[config.mk]
export PLATFORM = sky130hd
export DESIGN_NAME = srb_ctrl
export DESIGN_NICKNAME = d
export VERILOG_FILES = /design/src/sv/assert_macros.svh /design/src/sv/srb_pkg.sv /design/src/sv/srb_ctrl.sv
export SDC_FILE = /design/constraint.sdc
export NUM_CORES = 1
export LEC_CHECK = 0
export BUFFER_PORTS_ARGS = -buffer_cell sky130_fd_sc_hd__buf_2
export CORE_AREA = 2 2 39 41
export DETAILED_ROUTE_END_ITERATION = 10
export DIE_AREA = 0 0 41 43
export GPL_ROUTABILITY_DRIVEN = 0
export GPL_TIMING_DRIVEN = 0
export HOLD_SLACK_MARGIN = 0.06
export PLACE_DENSITY = 0.46
export SYNTH_ARGS = -nofsm -noshare
export SYNTH_HDL_FRONTEND = slang
export SYNTH_SLANG_ARGS = --single-unit
[constraint.sdc]
create_clock -name clk -period 1.6 [get_ports clk]
set_clock_uncertainty 0.1 [all_clocks]
set_input_delay 0.32 -clock clk [delete_from_list [all_inputs] [get_ports clk]]
set_output_delay 0.32 -clock clk [all_outputs]
set_load 0.005 [all_outputs]
[src/sv/assert_macros.svh]
// assertion helpers for the rtl
`ifndef ASSERT_MACROS_SVH
`define ASSERT_MACROS_SVH

`ifndef SYNTH
`define ASSERT_AT(lbl, clk_sig, rst_sig, prop) \
    lbl: assert property (@(posedge clk_sig) disable iff (!rst_sig) prop) \
        else $error("assertion failed");
`define ASSERT_NEVER(lbl, clk_sig, rst_sig, expr) \
    lbl: assert property (@(posedge clk_sig) disable iff (!rst_sig) !(expr)) \
        else $error("forbidden condition");
`else
`define ASSERT_AT(lbl, clk_sig, rst_sig, prop)
`define ASSERT_NEVER(lbl, clk_sig, rst_sig, expr)
`endif

`endif

[src/sv/srb_pkg.sv]
`timescale 1ns / 1ps
`default_nettype none

package srb_pkg;

    localparam int unsigned CAPACITY = 4096;
    localparam int unsigned ADDR_W   = $clog2(CAPACITY);
    localparam logic [31:0] CAP_32   = 32'(CAPACITY);

    typedef enum logic [1:0] {
        FUNC_PUSH = 2'd0,
        FUNC_END  = 2'd1,
        FUNC_READ = 2'd2,
        FUNC_NOP  = 2'd3
    } func_t;

    typedef struct packed {
        logic [1:0]  func;
        logic [31:0] stream_index;
        logic [7:0]  data_byte;
    } req_t;

    typedef struct packed {
        logic        read_valid;
        logic [7:0]  read_byte;
        logic        accepted;
        logic [12:0] assembled_count;
        logic [12:0] pending_count;
        logic        stream_ended;
    } rsp_t;

    typedef enum logic [2:0] {
        ST_CLEAR,
        ST_IDLE,
        ST_LOOKUP,
        ST_EXEC,
        ST_ADV_RD,
        ST_ADV_CHK,
        ST_DONE
    } state_t;

    typedef struct packed {
        logic load_item;
        logic lookup;
        logic exec;
        logic adv_rd;
        logic adv_step;
        logic clear_step;
        logic load_out;
    } cmd_t;

    typedef struct packed {
        logic clear_last;
        logic adv_go;
        logic adv_hit;
        logic out_free;
    } status_t;

endpackage

`default_nettype wire

[src/sv/srb_ctrl.sv]
`timescale 1ns / 1ps
`default_nettype none

module srb_ctrl
    import srb_pkg::*;
(
    input  wire logic    clk,
    input  wire logic    rst_n,
    input  wire logic    req_valid,
    output logic         req_stall,
    input  wire status_t status,
    output cmd_t         cmd
);

    state_t state_reg;
    state_t state_next;

    always_ff @(posedge clk or negedge rst_n)
    begin
        if (!rst_n)
        begin
            state_reg <= ST_CLEAR;
        end
        else
        begin
            state_reg <= state_next;
        end
    end

    always_comb
    begin
        state_next = state_reg;
        cmd        = '0;
        req_stall  = 1'b1;
        case (state_reg)
            ST_CLEAR:
            begin
                cmd.clear_step = 1'b1;
                if (status.clear_last)
                begin
                    state_next = ST_IDLE;
                end
            end
            ST_IDLE:
            begin
                req_stall = 1'b0;
                if (req_valid)
                begin
                    cmd.load_item = 1'b1;
                    state_next    = ST_LOOKUP;
                end
            end
            ST_LOOKUP:
            begin
                cmd.lookup = 1'b1;
                state_next = ST_EXEC;
            end
            ST_EXEC:
            begin
                cmd.exec   = 1'b1;
                state_next = ST_ADV_RD;
            end
            ST_ADV_RD:
            begin
                if (status.adv_go)
                begin
                    cmd.adv_rd = 1'b1;
                    state_next = ST_ADV_CHK;
                end
                else
                begin
                    state_next = ST_DONE;
                end
            end
            ST_ADV_CHK:
            begin
                cmd.adv_step = 1'b1;
                state_next   = status.adv_hit ? ST_ADV_RD : ST_DONE;
            end
            ST_DONE:
            begin
                if (status.out_free)
                begin
                    cmd.load_out = 1'b1;
                    state_next   = ST_IDLE;
                end
            end
            default:
            begin
                state_next = ST_IDLE;
            end
        endcase
    end

endmodule

`default_nettype wire

======== After elaboration in Yosys (flattened, before gate mapping) ========
Cells that the tools add are included.
cells by class
  reductions and logical operators ........ 2
  mux-type cells .......................... 17
  equality and inequality tests ........... 9
operator list
  kind                  count
  $pmux W3 S7           1
  $mux W1               11
  $eq A3 B3 Y1 const B  3
  $mux W3               3
  $eq A3 B2 Y1 const B  2
  $ne A2 B2 Y1 const B  3
  $mux W2               2
  $eq A3 B1 Y1 const B  1
  $logic_not A3 Y1      1
  $reduce_and A3 Y1     1
storage, ports and cells
  logic and storage cells ................. 29
  register bits ........................... 3

======== Longest topological paths before layout ========
Gate-level depths: netlist of the first run.
  depth in word-level cells ............... 3
  mapped depth ............................ 4
  depth with buffers taken out ............ 3

======== Worst setup path before layout of the first run ========
OpenSTA, ideal clock, no wires.
  path kind ............................... flip-flop to output port
  from .................................... register state_reg[1]
  to ...................................... output port cmd[3] in the netlist's numbering
  arrival ................................. 883 ps
  slack ................................... 297 ps
  required time ........................... 1180 ps
  stages on the path, launching flop included .. 3
  cells stage by stage .................... dfrtp_1 -> clkbuf_1 -> nor4b_1
RTL lines
  item                    RTL line        text
  from (decl)             srb_ctrl.sv:15  state_t state_reg;
  from (signal assigned)  srb_ctrl.sv:26  state_reg <= state_next;
  to (decl)               srb_ctrl.sv:12  output cmd_t cmd

==> metrics.md, run 1 <==
| Metric | Value |
|---|---|
| Switching share of power | 36.8% |
| Net switching power | 325 µW |
| CP delay by family, top | buffers and inverters |
| Ports | 15 |
| Final Max Slew Viols | 0 |
| Pre-CTS WS | ~0.15 ns |
| Seq/Total Area, Yosys | ~28% |
| Clk pwr share | between 10% and 20% |
| Yosys reg bits | 3 |
| Tot Pwr | between 800 and 900 µW |
| DP HPWL | 472 µm |
| Worst R2R Path Depth | 5 |
| Die H | around 43 µm |
| Crit path kind | reg2out |
| CTS Buf Count | 3 |
| CP Max Fanout | 8 |
| IO Port Bufs | 14 |
| Part of the power in registers | 16.5% |
| Syn nets | 39 |
| CP endpoint kind | primary output |
| Root Buffer Master | clkbuf_4 |
| Slew of the pin with the lowest slew margin | around 0.17 ns |
| Status | complete, no violations |
| Synthesis Warnings | 0 |
| Final setup fails | 0 |
| Drc violations | 0 |
| Tmin final | approximately 1.6 ns |
| Slowest cell on crit path | dfrtp_1 |
| # clock sinks | 3 |
| Total number of vias | 284 |
| Antenna Nets Post-Route | 0 |
| Layout cells sized above 1 | a little over 50% |
| Commonest non-fill, non-tap cells in the layout | 14 x buf_2, 3 x nor2_1, 3 x o21ai_0, 3 x clkbuf_4 |
| Clk_lat worst skew | about 0.23 ns |
| Fin worst setup slack | ~0.034 ns |
| Number of diodes | 0 |
| # nets final | 62 |
| DRT iter0 DRCs | 3 |
| Crit-path max cell delay | between 0.3 and 0.4 ns |
| TritonCTS clock tree | done |
| Static Leakage | between 0.0002 and 0.00025 µW |
| Die Area | 1760 µm² |
| Max Cap Viol | 0 |
| Tcrit/Tclk final | slightly below 100% |
| Max FFs per register | 3 |
| Routed wire per std cell | 10.1 µm |
| Vias in the first global route | 254 |
| GRT Overall Usage | between 7 and 8% |
| TNS Setup | 0 ns |
| Buffers & Inverters on Critical Path | 3 |
| Fmax | ~0.64 GHz |
| First-pass GRT wire length | 890 µm |
| Slew HR | about 88% |
| RSZ-0062 raised after global routing | yes |
| H-tree level count | 1 |
| Power Internal | roughly 560 µW |
| Hold/Removal Path Class | in2async |
| Netlist area before placement | between 200 and 300 µm² |
| CP Data Arrival Time | around 1.2 ns |
| Initial Util | between 10% and 20% |
| Unique masters post-synth | 22 |
| Area Overhead vs Synth | 72.0% |
| Drt first pass iters | 2 |
| DRT Wirelength | about 710 µm |
| Cell Pwr Density | roughly 1900 nW/µm² |
| Combinational Power Share | between 60% and 70% |
| Via density | approximately 4.1 |
| Max clock buf depth | 2 |
| Cell Chain, Critical Path | buf_6, inv_6, nor4b_4, buf_2 |
| Core area | roughly 1400 µm² |
| Startpoint class of the critical path | flop |
| Commonest non-fill, non-tap cell in the layout | buf_2 |
| Post-Syn Area per Cell | between 8 and 9 µm² |
| Gr ovfl total | 0 |
| Maximum vdd drop | ~0.00065 V |
| Syn Inst Count | 32 |
| Initial antenna violation count | 0 |
| Die Span X | 41 µm |
| Worst EP required | 1.18 ns |
| WP depth | 4 |
| Rows | 14 |
| Fin. Hold Viols | 0 |
| Reg clk slew, reported paths | 0.04 ns |
| Largest net degree at the start of global routing | 11 |
-- power groups by stage --
stage	Combinational [µW]	Clock [µW]	Sequential, µW
after global routing	667	141	154
after CTS	502	137	133
after detailed placement	469	0	132
final	608	129	146
after floorplan	345	0	130
after global placement	472	0	131
-- metal layers --
layer / wire (µm) / up-vias / global-route usage [%]
li1: - / 152 / -
met1: 302 / 123 / 8.74
met2: 363 / 9 / 11.6
met3: 42 / 0 / 0
met4: 0 / 0 / 10.0
met5: 0 / - / 0
-- final timing paths --
check                             start           end  slack [ns]
max reg2reg                state_reg[2]  state_reg[0]        0.28
min                               rst_n  state_reg[1]        0.32
min in group clk              status[1]  state_reg[1]        0.32
min reg2reg                state_reg[0]  state_reg[1]        0.51
max in group asynchronous         rst_n  state_reg[1]        0.97
max                        state_reg[2]        cmd[3]        0.03
-- kinds of logic after synthesis --
logic type,Yosys count,synth area share (%)
buffers and inverters,5,13.3
AOI/OAI and AO/OA,6,13.8
DFF,3,27.5
and+or+nand+nor,16,36.2
muxes,2,9.17
-- final cells by class --
type	count	area, µm²
fill	153	915
multi-input combinational	24	176
timing repair buffer	18	120
sequential	3	76.3
buffer	3	37.5
clock buffer	4	26.3
tap	16	20.0
inverter	2	12.5
-- stage by stage --
| stage | hold slack (ns) | cells | util [%] | instance area [µm²] |
|---|---|---|---|---|
| floorplan | -0.0756 | 32 | - | 273 |
| global route | 0.317 | 70 | 33.9 | 469 |
| CTS | 0.310 | 67 | 30.0 | 415 |
| detailed placement | 0.0159 | 62 | 26.2 | 363 |
| global placement | 0.0160 | 62 | 26.2 | 363 |
| finish | 0.317 | 70 | 33.9 | 469 |
-- worst reg2reg max path: cells and delay by family (launching register included) --
family | cells | cell delay, ns
flip-flops | 1 | 0.37
buffers and inverters | 2 | 0.27
AO/OA/AOI/OAI | 1 | 0.27
multiplexers | 1 | 0.13
AND/OR/NAND/NOR | 1 | 0.05
-- synthesized netlist by cell type, drive strengths merged --
| library cell | n | share of area, % |
|---|---|---|
| a21o | 1 | 2.8 |
| and2 | 2 | 4.6 |
| buf | 2 | 8.3 |
| clkbuf | 1 | 1.4 |
| dfrtp | 3 | 28 |
| inv | 2 | 3.7 |
| mux2 | 1 | 5.5 |
| mux2i | 1 | 3.7 |
| nand2 | 1 | 1.4 |
| nand2b | 2 | 4.6 |
| nand3 | 1 | 1.8 |
| nor2 | 3 | 4.1 |
| nor2b | 2 | 7.3 |
| nor3 | 2 | 3.7 |
| nor3b | 2 | 5.5 |
| nor4b | 1 | 3.2 |
| o21ai | 3 | 5.5 |
| o22ai | 1 | 2.3 |
| o31a | 1 | 3.2 |
-- repair_timing --
item	CTS	global route
gates resized for setup	4	4
pin swaps	0	1
endpoints found under the setup margin	4	3
hold endpoints to repair	3	0
setup buffers	0	2
gates cloned	0	1
hold buffers	1	0
Power figures use the tool's default switching activity.
==> run 2, diff against run 1 <==
- CELL_PAD_IN_SITES_DETAIL_PLACEMENT: unset -> 0
- CELL_PAD_IN_SITES_GLOBAL_PLACEMENT: unset -> 2
- CORE_AREA: 2 2 39 41 -> unset
- CORE_MARGIN: unset -> 2
- CORE_UTILIZATION: unset -> 20
- DIE_AREA: 0 0 41 43 -> unset
- HOLD_SLACK_MARGIN: 0.06 -> 0.05
- PLACE_DENSITY: 0.46 -> 0.72
==> run 2 against run 1 <==
Compared with the run above:
- critical path depth unchanged
- power decreased by 2.4%
- register-to-register slack about the same
- die area decreased by 5.0%
- fmax increased by 0.19%
- largest cell class unchanged
- largest power group unchanged
==> metrics.md, run 2 (same netlist as run 1, synthesis figures left out) <==
| Metric | Value |
|---|---|
| Fin. Hold Viols | 0 (unchanged) |
| Status | complete, no violations |
| Max FFs per register | 3 (unchanged) |
| Drt first pass iters | 4 (+2) |
| Register area | 75.1 µm² (-1.6%) |
| Commonest non-fill, non-tap cell in the layout | buf_2 |
| H-tree level count | 1 (unchanged) |
| Worst EP required | 1.18 ns (about the same) |
| Final setup fails | 0 (unchanged) |
| DP HPWL | 482 µm (+2.0%) |
| Max Cap Viol | 0 (unchanged) |
| Antenna Nets Post-Route | 0 (unchanged) |
| Non-filler instance count after layout | 70 (unchanged) |
| Core area | 1280 µm² (-7.1%) |
| Initial antenna violation count | 0 (unchanged) |
| FF-to-FF setup slack | 0.28 ns (about the same) |
| Gr ovfl total | 0 (unchanged) |
| Cell Pwr Density | 1890 nW/µm² (+0.55%) |
| Max clock buf depth | 2 (unchanged) |
| Hold/Removal Path Class | in2reg |
| TritonCTS clock tree | done |
| Maximum vdd drop | 0.000568 V (-13%) |
| Final design utilization | 35.4% (+1.5 points) |
| CP Max Fanout | 8 (unchanged) |
| Hold_sp | status[1] |
| Slew HR | 88.8% (+0.33 points) |
| Die Span X | 40.9 µm (-0.17%) |
| DRT iter0 DRCs | 8 (+5) |
| Startpoint class of the critical path | flop |
| Hold Path Depth | 3 |
| CP endpoint kind | primary output |
| Fmax | 0.640 GHz (+0.19%) |
| Routed wire per std cell | 10.2 µm (+1.4%) |
| First-pass GRT wire length | 1150 µm (+29%) |
| Area Overhead vs Synth | 67.0% |
| Final Max Slew Viols | 0 (unchanged) |
| Initial Util | 21.2% (+1.5 points) |
| Fin worst setup slack | 0.0367 ns (+0.00291 ns) |
| Clk_lat worst skew | 0.23 ns (about the same) |
| Crit path kind | reg2out |
| Commonest non-fill, non-tap cells in the layout | 14 x buf_2, 4 x clkbuf_4 |
| Placed cells | 61 (-1.6%) |
| Die Area | 1680 µm² (-5.0%) |
| Largest net degree at the start of global routing | 11 (unchanged) |
| Tcrit/Tclk final | 97.7% (-0.18 points) |
| # nets final | 63 (+1.6%) |
| IO Port Bufs | 14 (unchanged) |
| RSZ-0062 raised after global routing | yes |
| Fillcell total | 136 (-11%) |
| Static Leakage | 0.000234 µW (-0.56%) |
| GRT Overall Usage | 10.4% (+2.5 points) |
| DRT Wirelength | 717 µm (+1.4%) |
| Tmin final | 1.56 ns (-0.00291 ns) |
| Ports | 15 (unchanged) |
| Min Hold Slack | 0.314 ns (-0.00303 ns) |
| Hold worst-path end | state_reg[1] |
| Root Buffer Master | clkbuf_4 |
| Pre-CTS WS | 0.133 ns (-0.0177 ns) |
| Rows | 13 (-1) |
| Layout cells sized above 1 | 50.9% (-0.94 points) |
| CTS Buf Count | 3 (unchanged) |
| Die H | 40.9 µm (-4.8%) |
| Via density | 4.26 (+4.9%) |
| Vias in the first global route | 266 (+4.7%) |
| Worst R2R Path Depth | 5 (unchanged) |
| Area of the multi-input gates | 176 µm² (unchanged) |
| # clock sinks | 3 (unchanged) |
| Reg2reg start | state_reg[2] |
| Number of diodes | 0 (unchanged) |
| TNS Setup | 0 ns (unchanged) |
| Total number of vias | 298 (+4.9%) |
| Reg clk slew, reported paths | 0.03 ns (about the same) |
| Drc violations | 0 (unchanged) |
| Slew of the pin with the lowest slew margin | 0.168 ns (-0.00498 ns) |
| RR Endpoint | state_reg[0] |
| CP Data Arrival Time | 1.14 ns (about the same) |
## run 2: cell types whose count changed in the layout (fill, tap and decap cells not counted), sizes merged
cell	change
clkbuf	+1
## run 2: worst max path at each step
stage / start / to / cells past startpoint
floorplan: state_reg[1] / cmd[3] / 2
global placement: state_reg[1] / cmd[3] / 3
detailed placement: state_reg[1] / cmd[3] / 3
CTS: state_reg[2] / cmd[3] / 4
global route: state_reg[0] / cmd[6] / 5
finish: state_reg[2] / cmd[3] / 4
## run 2: area by class of cell
cell class                 instances  area share [%]
multi-input combinational         24            38.7
timing repair buffer              19            24.2
sequential                         3            16.5
buffer                             3            7.97
clock buffer                       4            5.77
tap                               15            4.12
inverter                           2            2.75
## run 2: what timing repair did
item | in CTS | in global routing
cloned | 1 | 0
setup buffers | 0 | 3
hold buffers | 1 | 0
endpoints found under the hold margin | 3 | 0
endpoints found under the setup margin | 5 | 4
pin swaps | 1 | 0
resized for setup | 4 | 2
## run 2: worst max-delay path, stage by stage, from the launching register on
cell and delay [ns]:
dfrtp_1 0.33, buf_6 0.15, inv_6 0.05, nor4b_4 0.24, buf_2 0.14
## run 2: routing by layer
metal | up-vias | track usage [%] | wire [µm]
met3 | 0 | 1.63 | 32
li1 | 153 | - | -
met1 | 134 | 15.2 | 329
met5 | - | 0 | 0
met2 | 11 | 14.5 | 355
met4 | 0 | 5.00 | 0
## run 2: through the flow
step / area, µm² / total power [µW]
after floorplan: 273 / 474
after global placement: 362 / 607
after detailed placement: 362 / 604
after CTS: 422 / 790
after global routing: 455 / 945
final: 455 / 862
## run 2: power breakdown
part / leakage, µW / switching, µW / internal (µW) / total [µW]
sequential: 0.0000365 / 22.7 / 115 / 138
clock: 0.0000150 / 34.7 / 93.1 / 128
combinational: 0.000182 / 273 / 323 / 596
total: 0.000234 / 330 / 531 / 862
